--- config.mk ---
export PLATFORM = sky130hd
export DESIGN_NAME = l1_nearest_neighbor_classifier_unit_flat
export DESIGN_NICKNAME = d
export VERILOG_FILES = /design/src/hdl/l1nn_pkg.sv /design/src/hdl/l1nn_req_if.sv /design/src/hdl/l1nn_rsp_if.sv /design/src/hdl/l1nn_ram.sv /design/src/hdl/l1nn_cell.sv /design/src/hdl/l1_nearest_neighbor_classifier_unit.sv /design/src/flat_wrapper.sv
export VERILOG_INCLUDE_DIRS = /design/src /design/src/hdl
export SDC_FILE = /design/constraint.sdc
export NUM_CORES = 2
export LEC_CHECK = 0
export ABC_AREA = 1
export BUFFER_PORTS_ARGS = -buffer_cell sky130_fd_sc_hd__buf_2
export CORE_MARGIN = 4
export CORE_UTILIZATION = 25
export DETAILED_ROUTE_END_ITERATION = 16
export PLACE_DENSITY = 0.4
export SETUP_SLACK_MARGIN = 0.5
export SLEW_MARGIN = 0
export SYNTH_ARGS = -nofsm -noshare
export SYNTH_HDL_FRONTEND = slang
export SYNTH_SLANG_ARGS = --single-unit
export TNS_END_PERCENT = 30
--- constraint.sdc ---
create_clock -name clk -period 7.6 [get_ports clk]
set_input_delay 1.9 -clock clk [delete_from_list [all_inputs] [get_ports clk]]
set_output_delay 1.9 -clock clk [all_outputs]
set_load 0.02 [all_outputs]
--- src/hdl/l1_nearest_neighbor_classifier_unit_defines.svh ---
// assertion macros for the l1 nearest neighbor classifier unit
// the using module supplies clk and arst_n in its scope
`ifndef L1_NEAREST_NEIGHBOR_CLASSIFIER_UNIT_DEFINES_SVH
`define L1_NEAREST_NEIGHBOR_CLASSIFIER_UNIT_DEFINES_SVH

// checked only outside reset
`define L1NN_ASSERT(lbl, prop, msg) \
	lbl: assert property (@(posedge clk) disable iff (!arst_n) prop) else $error(msg);

// checked on every edge, reset included
`define L1NN_ASSERT_ALWAYS(lbl, prop, msg) \
	lbl: assert property (@(posedge clk) prop) else $error(msg);

`endif

--- src/hdl/l1nn_pkg.sv ---
// shared types, constants and helpers of the l1 nearest neighbor classifier
// no dependencies
package l1nn_pkg;

	localparam int VALUE_W = 16;
	localparam int SUM_W   = 21;
	localparam int DIST_W  = 20;

	localparam logic CMD_LOAD     = 1'b0;
	localparam logic CMD_CLASSIFY = 1'b1;

	localparam logic [SUM_W-1:0]  SUM_MAX      = 21'h1FFFFF;
	localparam logic [DIST_W-1:0] DIST_OUT_MAX = 20'hFFFFF;
	// no class has won yet; a strict compare keeps class 0 on a saturated sum
	localparam logic [SUM_W-1:0]  DIST_INIT    = 21'h1FFFFF;

	// request token that walks the row of class cells
	typedef struct packed {
		logic                       valid;
		logic                       last;
		logic signed [VALUE_W-1:0]  value;
		logic [SUM_W-1:0]           run_min;
	} token_t;

	// exact |a - b| of two signed 16-bit values
	function automatic logic [VALUE_W:0] abs_diff17(logic [VALUE_W-1:0] a,
			logic [VALUE_W-1:0] b);
		logic [VALUE_W:0] d;
		d = {a[VALUE_W-1], a} - {b[VALUE_W-1], b};
		return d[VALUE_W] ? (~d + 17'd1) : d;
	endfunction

endpackage

--- src/hdl/l1nn_req_if.sv ---
// request channel of the l1 nearest neighbor classifier
// valid/ready handshake with the request fields; no dependencies
interface l1nn_req_if;
	logic               valid;
	logic               ready;
	logic               command;
	logic [2:0]         class_index;
	logic [3:0]         feature_index;
	logic signed [15:0] value;

	modport source (output valid, command, class_index, feature_index, value, input ready);
	modport sink   (input valid, command, class_index, feature_index, value, output ready);
endinterface

--- src/hdl/l1nn_rsp_if.sv ---
// result channel of the l1 nearest neighbor classifier
// valid/ready handshake with the result fields; no dependencies
interface l1nn_rsp_if;
	logic        valid;
	logic        ready;
	logic [2:0]  best_class;
	logic [19:0] best_distance;

	modport source (output valid, best_class, best_distance, input ready);
	modport sink   (input valid, best_class, best_distance, output ready);
endinterface

--- src/hdl/l1nn_ram.sv ---
// generic single write port ram with registered read
// no dependencies
module l1nn_ram #(
	parameter int WIDTH = 16,
	parameter int DEPTH = 16,
	parameter int AW    = (DEPTH > 1) ? $clog2(DEPTH) : 1
) (
	input  logic             clk,
	input  logic             we,
	input  logic [AW-1:0]    waddr,
	input  logic [WIDTH-1:0] wdata,
	input  logic             re,
	input  logic [AW-1:0]    raddr,
	output logic [WIDTH-1:0] rdata
);
	logic [WIDTH-1:0] mem_q [DEPTH];
	logic [WIDTH-1:0] rdata_q;

	always_ff @(posedge clk) begin
		if (we) begin
			mem_q[waddr] <= wdata;
		end
		if (re) begin
			rdata_q <= mem_q[raddr];
		end
	end

	assign rdata = rdata_q;
endmodule

--- src/hdl/l1nn_cell.sv ---
// one class cell: reference vector, running distance sum, min-compare stage
// depends on l1nn_pkg and l1nn_ram
module l1nn_cell #(
	parameter int NUM_FEATURES = 16,
	parameter int IDX_W        = 3,
	parameter int CELL_INDEX   = 0,
	parameter int FEAT_AW      = (NUM_FEATURES > 1) ? $clog2(NUM_FEATURES) : 1
) (
	input  logic                  clk,
	input  logic                  arst_n,
	input  logic                  wr_en,
	input  logic                  rd_en,
	input  logic [FEAT_AW-1:0]    addr,
	input  logic [15:0]           wr_data,
	input  l1nn_pkg::token_t      tok_in,
	input  logic [IDX_W-1:0]      idx_in,
	output l1nn_pkg::token_t      tok_out,
	output logic [IDX_W-1:0]      idx_out
);
	import l1nn_pkg::*;

	logic [VALUE_W-1:0]        ref_val;
	logic [VALUE_W:0]          absd;
	logic [SUM_W:0]            sum_wide;
	logic [SUM_W-1:0]          sum_sat;
	logic [SUM_W-1:0]          sum_q;
	logic                      better;
	logic                      valid_q;
	logic                      last_q;
	logic signed [VALUE_W-1:0] value_q;
	logic [SUM_W-1:0]          run_min_q;
	logic [IDX_W-1:0]          idx_q;

	l1nn_ram #(
		.WIDTH (VALUE_W),
		.DEPTH (NUM_FEATURES),
		.AW    (FEAT_AW)
	) u_ref (
		.clk   (clk),
		.we    (wr_en),
		.waddr (addr),
		.wdata (wr_data),
		.re    (rd_en),
		.raddr (addr),
		.rdata (ref_val)
	);

	// the reference word was read when the request was taken and holds until the token arrives
	always_comb begin
		absd     = abs_diff17(tok_in.value, ref_val);
		sum_wide = {1'b0, sum_q} + (SUM_W + 1)'(absd);
		sum_sat  = sum_wide[SUM_W] ? SUM_MAX : sum_wide[SUM_W-1:0];
		better   = sum_sat < tok_in.run_min;
	end

	always_ff @(posedge clk or negedge arst_n) begin
		if (!arst_n) begin
			sum_q   <= '0;
			valid_q <= 1'b0;
		end else begin
			valid_q <= tok_in.valid;
			if (tok_in.valid) begin
				sum_q <= tok_in.last ? '0 : sum_sat;
			end
		end
	end

	always_ff @(posedge clk) begin
		value_q <= tok_in.value;
		last_q  <= tok_in.last;
		if (tok_in.last && better) begin
			run_min_q <= sum_sat;
			idx_q     <= IDX_W'(CELL_INDEX);
		end else begin
			run_min_q <= tok_in.run_min;
			idx_q     <= idx_in;
		end
	end

	always_comb begin
		tok_out.valid   = valid_q;
		tok_out.last    = last_q;
		tok_out.value   = value_q;
		tok_out.run_min = run_min_q;
	end

	assign idx_out = idx_q;
endmodule

--- src/hdl/l1_nearest_neighbor_classifier_unit.sv ---
// top level of the l1 nearest neighbor classifier: request decode, row of class cells,
// result skid buffer; depends on l1nn_pkg, l1nn_req_if, l1nn_rsp_if, l1nn_cell
//
// usage
//   req carries load and classify requests, rsp carries results; both are valid/ready.
//   a load (command 0) writes one reference element into the cell of its class;
//   loads may come back to back.
//   a classify (command 1) reads the reference word at its feature index in every
//   cell at once, then a token walks the row of NUM_CLASSES cells, one per cycle,
//   each cell adding its absolute difference to its class sum. on the top feature
//   index the token also carries the running minimum and the sums clear.
//   a classify occupies the row until its token leaves the last cell and holds
//   req.ready low meanwhile; its result passes the entry stage and every cell
//   register, and is registered into the output register as the token leaves the row.
//   requests out of range are taken and dropped.
//   a stalled result sits in the output register while new requests are taken; a
//   second finished result waits in a skid register and holds req.ready low.
//   reset clears the sums and all valid flags; reference entries stay undefined
//   until loaded.
module l1_nearest_neighbor_classifier_unit #(
	parameter int NUM_CLASSES  = 8,
	parameter int NUM_FEATURES = 16
) (
	input  logic        clk,
	input  logic        arst_n,
	l1nn_req_if.sink    req,
	l1nn_rsp_if.source  rsp
);
	import l1nn_pkg::*;
	`include "l1_nearest_neighbor_classifier_unit_defines.svh"

	localparam int IDX_W   = (NUM_CLASSES > 1) ? $clog2(NUM_CLASSES) : 1;
	localparam int FEAT_AW = (NUM_FEATURES > 1) ? $clog2(NUM_FEATURES) : 1;

	logic               feat_ok;
	logic               cls_ok;
	logic               feat_last;
	logic               acc;
	logic               acc_load;
	logic               acc_cls;
	logic [FEAT_AW-1:0] addr;
	logic               busy_q;
	logic               fin;
	logic               out_free;
	logic               out_valid_q;
	logic               pend_valid_q;
	logic [2:0]         out_class_q;
	logic [DIST_W-1:0]  out_dist_q;
	logic [2:0]         pend_class_q;
	logic [DIST_W-1:0]  pend_dist_q;
	logic [2:0]         tail_class;
	logic [DIST_W-1:0]  tail_dist;
	logic               entry_valid_q;
	logic               entry_last_q;
	logic signed [VALUE_W-1:0] entry_value_q;

	token_t             tok  [NUM_CLASSES+1];
	logic [IDX_W-1:0]   idx  [NUM_CLASSES+1];
	logic [NUM_CLASSES-1:0] wr_en;

	assign feat_ok   = 32'(req.feature_index) < NUM_FEATURES;
	assign cls_ok    = 32'(req.class_index) < NUM_CLASSES;
	assign feat_last = 32'(req.feature_index) == NUM_FEATURES - 1;
	assign addr      = FEAT_AW'(req.feature_index);

	assign req.ready = !busy_q && !pend_valid_q;
	assign acc       = req.valid && req.ready;
	assign acc_load  = acc && feat_ok && cls_ok && (req.command == CMD_LOAD);
	assign acc_cls   = acc && feat_ok && (req.command == CMD_CLASSIFY);

	// entry stage of the row
	always_ff @(posedge clk or negedge arst_n) begin
		if (!arst_n) begin
			entry_valid_q <= 1'b0;
		end else begin
			entry_valid_q <= acc_cls;
		end
	end

	always_ff @(posedge clk) begin
		if (acc_cls) begin
			entry_value_q <= req.value;
			entry_last_q  <= feat_last;
		end
	end

	always_comb begin
		tok[0].valid   = entry_valid_q;
		tok[0].last    = entry_last_q;
		tok[0].value   = entry_value_q;
		tok[0].run_min = DIST_INIT;
		idx[0]         = '0;
	end

	for (genvar k = 0; k < NUM_CLASSES; k++) begin : g_cell
		assign wr_en[k] = acc_load && (32'(req.class_index) == k);

		l1nn_cell #(
			.NUM_FEATURES (NUM_FEATURES),
			.IDX_W        (IDX_W),
			.CELL_INDEX   (k),
			.FEAT_AW      (FEAT_AW)
		) u_cell (
			.clk     (clk),
			.arst_n  (arst_n),
			.wr_en   (wr_en[k]),
			.rd_en   (acc_cls),
			.addr    (addr),
			.wr_data (req.value),
			.tok_in  (tok[k]),
			.idx_in  (idx[k]),
			.tok_out (tok[k+1]),
			.idx_out (idx[k+1])
		);
	end

	assign fin        = tok[NUM_CLASSES].valid && tok[NUM_CLASSES].last;
	assign tail_class = 3'(idx[NUM_CLASSES]);
	assign tail_dist  = (tok[NUM_CLASSES].run_min > SUM_W'(DIST_OUT_MAX)) ? DIST_OUT_MAX
		: tok[NUM_CLASSES].run_min[DIST_W-1:0];
	assign out_free   = !out_valid_q || rsp.ready;

	always_ff @(posedge clk or negedge arst_n) begin
		if (!arst_n) begin
			busy_q       <= 1'b0;
			out_valid_q  <= 1'b0;
			pend_valid_q <= 1'b0;
		end else begin
			if (acc_cls) begin
				busy_q <= 1'b1;
			end else if (tok[NUM_CLASSES].valid) begin
				busy_q <= 1'b0;
			end
			if (out_free) begin
				if (pend_valid_q) begin
					out_valid_q  <= 1'b1;
					pend_valid_q <= 1'b0;
				end else begin
					out_valid_q <= fin;
				end
			end else if (fin) begin
				pend_valid_q <= 1'b1;
			end
		end
	end

	always_ff @(posedge clk) begin
		if (out_free) begin
			if (pend_valid_q) begin
				out_class_q <= pend_class_q;
				out_dist_q  <= pend_dist_q;
			end else if (fin) begin
				out_class_q <= tail_class;
				out_dist_q  <= tail_dist;
			end
		end else if (fin) begin
			pend_class_q <= tail_class;
			pend_dist_q  <= tail_dist;
		end
	end

	assign rsp.valid         = out_valid_q;
	assign rsp.best_class    = out_class_q;
	assign rsp.best_distance = out_dist_q;

	`L1NN_ASSERT(a_result_source, $rose(out_valid_q) |-> $past(fin) || $past(pend_valid_q), "result without a finished token")
	`L1NN_ASSERT_ALWAYS(a_skid_behind_out, !pend_valid_q || out_valid_q, "skid register filled while output register empty")
	`L1NN_ASSERT(a_token_while_busy, tok[NUM_CLASSES].valid |-> busy_q, "token left the row while not busy")
	`L1NN_ASSERT(a_classify_sets_busy, acc_cls |=> busy_q && !req.ready, "classify request did not occupy the row")
endmodule
--- src/flat_wrapper.sv ---
// flat-port wrapper written by rule: the top's interface ports become plain ports
module l1_nearest_neighbor_classifier_unit_flat import l1nn_pkg::*;
#(
	parameter int NUM_CLASSES  = 8,
	parameter int NUM_FEATURES = 16
)
  (clk, arst_n, req_valid, req_command, req_class_index, req_feature_index, req_value, req_ready, rsp_valid, rsp_best_class, rsp_best_distance, rsp_ready);
  l1nn_req_if req_i ();
  l1nn_rsp_if rsp_i ();
  input  logic clk;
  input  logic arst_n;
  input wire logic [$bits(req_i.valid)-1:0] req_valid;
  input wire logic [$bits(req_i.command)-1:0] req_command;
  input wire logic [$bits(req_i.class_index)-1:0] req_class_index;
  input wire logic [$bits(req_i.feature_index)-1:0] req_feature_index;
  input wire logic [$bits(req_i.value)-1:0] req_value;
  output wire logic [$bits(req_i.ready)-1:0] req_ready;
  output wire logic [$bits(rsp_i.valid)-1:0] rsp_valid;
  output wire logic [$bits(rsp_i.best_class)-1:0] rsp_best_class;
  output wire logic [$bits(rsp_i.best_distance)-1:0] rsp_best_distance;
  input wire logic [$bits(rsp_i.ready)-1:0] rsp_ready;
  assign req_i.valid = req_valid;
  assign req_i.command = req_command;
  assign req_i.class_index = req_class_index;
  assign req_i.feature_index = req_feature_index;
  assign req_i.value = req_value;
  assign req_ready = req_i.ready;
  assign rsp_valid = rsp_i.valid;
  assign rsp_best_class = rsp_i.best_class;
  assign rsp_best_distance = rsp_i.best_distance;
  assign rsp_i.ready = rsp_ready;
  l1_nearest_neighbor_classifier_unit #(.NUM_CLASSES(NUM_CLASSES), .NUM_FEATURES(NUM_FEATURES)) u_core (.clk(clk), .arst_n(arst_n), .req(req_i), .rsp(rsp_i));
endmodule
==> results.toml <==
[timing]
tns_ps = 0
fmax_ghz = 0.1547
slew_headroom = 0.1575
timing.hold.ws_ps = 341.4
rsz0062_at_grt = "true"
setup_viol = 0
hold_viol_final = 0
period_share = 0.8507
final-max-slew-violation-count = 0
layout_min_cycle_time_ps = 6466
worst_pin_slew_ps = 1262
clock_skew_ps = 51.45
setup_slack_ps = 1134

[layout]
layout.cells.non_filler = 17557
nets = 11322
drive_above_1_share = 0.08236
fillers = 49500
area_growth_syn_to_layout_pct = 15.84

[min_path]
hp-class = "reg -> reg"

[place]
dp_hpwl_microns = 260500
dp_cells = 16953
io_buffers = 52
pre_cts_slack_ps = 522.0
gp_congestion = 0.8534

[floorplanning]
start_util = 0.2514
rows = 255
fp.coreArea_sq_um = 483100
die_width_microns = 704.9
die_area_sq_um = 496900
die_h_microns = 704.9
io_pins = 53

[power_and_ir_drop]
total_power_uw = 48400
comb_power_share = 0.312
p_sw_uw = 17430
clkPwrFrac = 0.313
ir_worst_vdd_mv = 0.1869
seq_power_share = 0.375
switching_share = 0.3601
p_leak_uw = 0.05377
p_int_uw = 30970
powerDensity_nw_per_um2 = 344.1

[global_route]
grt_pass1_vias = 82683
grt_max_degree = 138
grt_pass1_wl_microns = 583700
antenna_found_initial = 31
gr-total-overflow = 0
grt.total_usage = 0.1566

[logic_synthesis]
yosysSeqAreaShare = 0.6411
synth_area_sq_um = 121400
async_flop_share = 0.06608
post_synth.cell_area_avg_sq_um = 11.41
synthFlopType = "edfxtp_1"
synth_cell_types = 61
synth.most_common_cell = "edfxtp_1"
synth_edf_count = 2239
synthTopCellsByCount = "2239 x edfxtp_1, 2052 x nand2_1, 1166 x inv_1"
ys_ff_latch = 2724
syn_nets = 11115
yosys.area.top_type = "edfxtp_1"
syn_inst = 10645
yosys_warnings = 0
yosys-top-cells-area = "edfxtp_1 55%, nand2_1 6.3%, a22oi_1 6.3%"
synth.top_cell.area_share = 0.5537

[drt]
routed_wl_microns = 401400
drc = 0
detail-route-antenna-nets = 0
drt_iter0_markers = 6533
viasPerCell = 4.676
first_pass_iters = 9
vias = 82091
drt-wirelength-per-cell_microns = 22.86

[clock_tree]
cts_buffers = 322
clock_insertion_delay_worst_skew_ps = 960
h-tree-depth = 5
root_buffer = "clkbuf_16"
hold_buffers = 0
cts_tree = "built"
clock_path_buffers = 4
cts_setup_buffers = 0
cts_sinks = 2724
clk_pin_slew_ps = 60

[worst_setup_path]
crit_top_cell = "nand2_1"
critPathMaxFanout = 16
startpoint_type = "flip-flop"
crit_arrival_ps = 7240
crit_type = "reg -> reg"
max_stage_delay_ps = 500
cpMaxStageDelayCell = "dfxtp_1"
cp-end-kind = "flip-flop"
crit_required_ps = 8370

[run_status]
status = "finished clean"

[flow_run]
drv_cap = 0
==> power by group through the flow <==
stage          sequential (uW)  clock [uW]  combinational [uW]
6_report                 18100       15100               15100
5_1_grt                  18200       16200               17200
4_1_cts                  18200       15600               15200
3_5_place_dp             18500           0               15100
3_3_place_gp             18500           0               15000
2_1_floorplan            17900           0               10500
==> kinds of logic after synthesis <==
group / share of synthesized area
simple gates: 0.1196
flops: 0.6411
buf+inv: 0.04941
xor+xnor: 0.01356
compound gates: 0.1299
fa+ha+maj: 0.04653
==> registers in the layout, summed over array words and instances (netlist names) <==
name	flops
u_core.busy_q	1
u_core.entry_last_q	1
u_core.entry_valid_q	1
u_core.entry_value_q	16
u_core.g_cell.u_cell.idx_out	17
u_core.g_cell.u_cell.last_q	8
u_core.g_cell.u_cell.run_min_q	168
u_core.g_cell.u_cell.sum_q	168
u_core.g_cell.u_cell.u_ref.mem_q	2048
u_core.g_cell.u_cell.u_ref.rdata	128
u_core.g_cell.u_cell.valid_q	8
u_core.g_cell.u_cell.value_q	112
u_core.pend_class_q	3
u_core.pend_dist_q	20
u_core.pend_valid_q	1
u_core.rsp.best_class	3
u_core.rsp.best_distance	20
u_core.rsp.valid	1
==> what timing repair did <==
action	4_1_cts	5_1_grt
endpoints found under the hold margin	0	0
endpoints found under the setup margin	3	93
pin swaps	0	0
resized for setup	1	11
==> metrics by stage <==
step,util,area [sq um]
floorplan,-,121400
global placement,0.2698,130300
detailed placement,0.2698,130300
CTS,0.2910,140600
global route,0.2911,140600
finish,0.2912,140700
==> metal layers <==
metal  routed length [microns]  global-route usage
met5                        60                   0
met4                      9133             0.03718
met3                     17690             0.01978
met2                    187400              0.2578
met1                    187100              0.2186
==> worst max-delay path, delay by kind of cell, from the launching register on <==
family	cells	cell delay [ps]
buffers and inverters	3	480
adder cells (fa/ha/maj)	4	1310
AND/OR/NAND/NOR	13	1720
AO/OA/AOI/OAI	9	2240
flip-flops	1	500
==> placed cells by master, fill, tap and decap left out, types with 180 or more instances in the layout <==
cell type and count:
a21oi_1 442, nand3_1 514, a21boi_0 263, buf_4 212, clkbuf_16 328, dfrtp_1 180, nor2_1 475, ha_1 426
edfxtp_1 2239, dfxtp_1 305, o21ai_0 275, a22oi_1 1024, inv_1 1163, nand2_1 2047
==> area by class of cell <==
class	count	area (sq um)	share of cell area
flip-flops and latches	2724	77840	0.5534
multi-input cells	6358	37910	0.2695
clock buffers	412	8597	0.06112
well taps	6425	8039	0.05715
inverters	1173	4429	0.03149
repair buffers	273	2158	0.01534
clock inverters	170	1633	0.01161
diodes	22	55.05	0.0003914
==> worst paths after layout <==
path | start | endpoint | slack (ps) | depth (start not counted)
max in group asynchronous | arst_n | u_core.g_cell[0].u_cell.sum_q[20]$_DFFE_PN0P_ | 5190 | 2
min in group asynchronous | arst_n | u_core.g_cell[7].u_cell.sum_q[15]$_DFFE_PN0P_ | 1010 | 1
hold / removal | u_core.g_cell[1].u_cell.value_q[11]$_DFF_P_ | u_core.g_cell[2].u_cell.value_q[11]$_DFF_P_ | 340 | 0
hold reg to reg | u_core.g_cell[1].u_cell.value_q[11]$_DFF_P_ | u_core.g_cell[2].u_cell.value_q[11]$_DFF_P_ | 340 | 0
setup / recovery | u_core.g_cell[3].u_cell.value_q[0]$_DFF_P_ | u_core.g_cell[4].u_cell.run_min_q[8]$_DFF_P_ | 1130 | 29
setup reg to reg | u_core.g_cell[3].u_cell.value_q[0]$_DFF_P_ | u_core.g_cell[4].u_cell.run_min_q[8]$_DFF_P_ | 1130 | 29
Note: power is estimated with default switching activity, not from simulation.
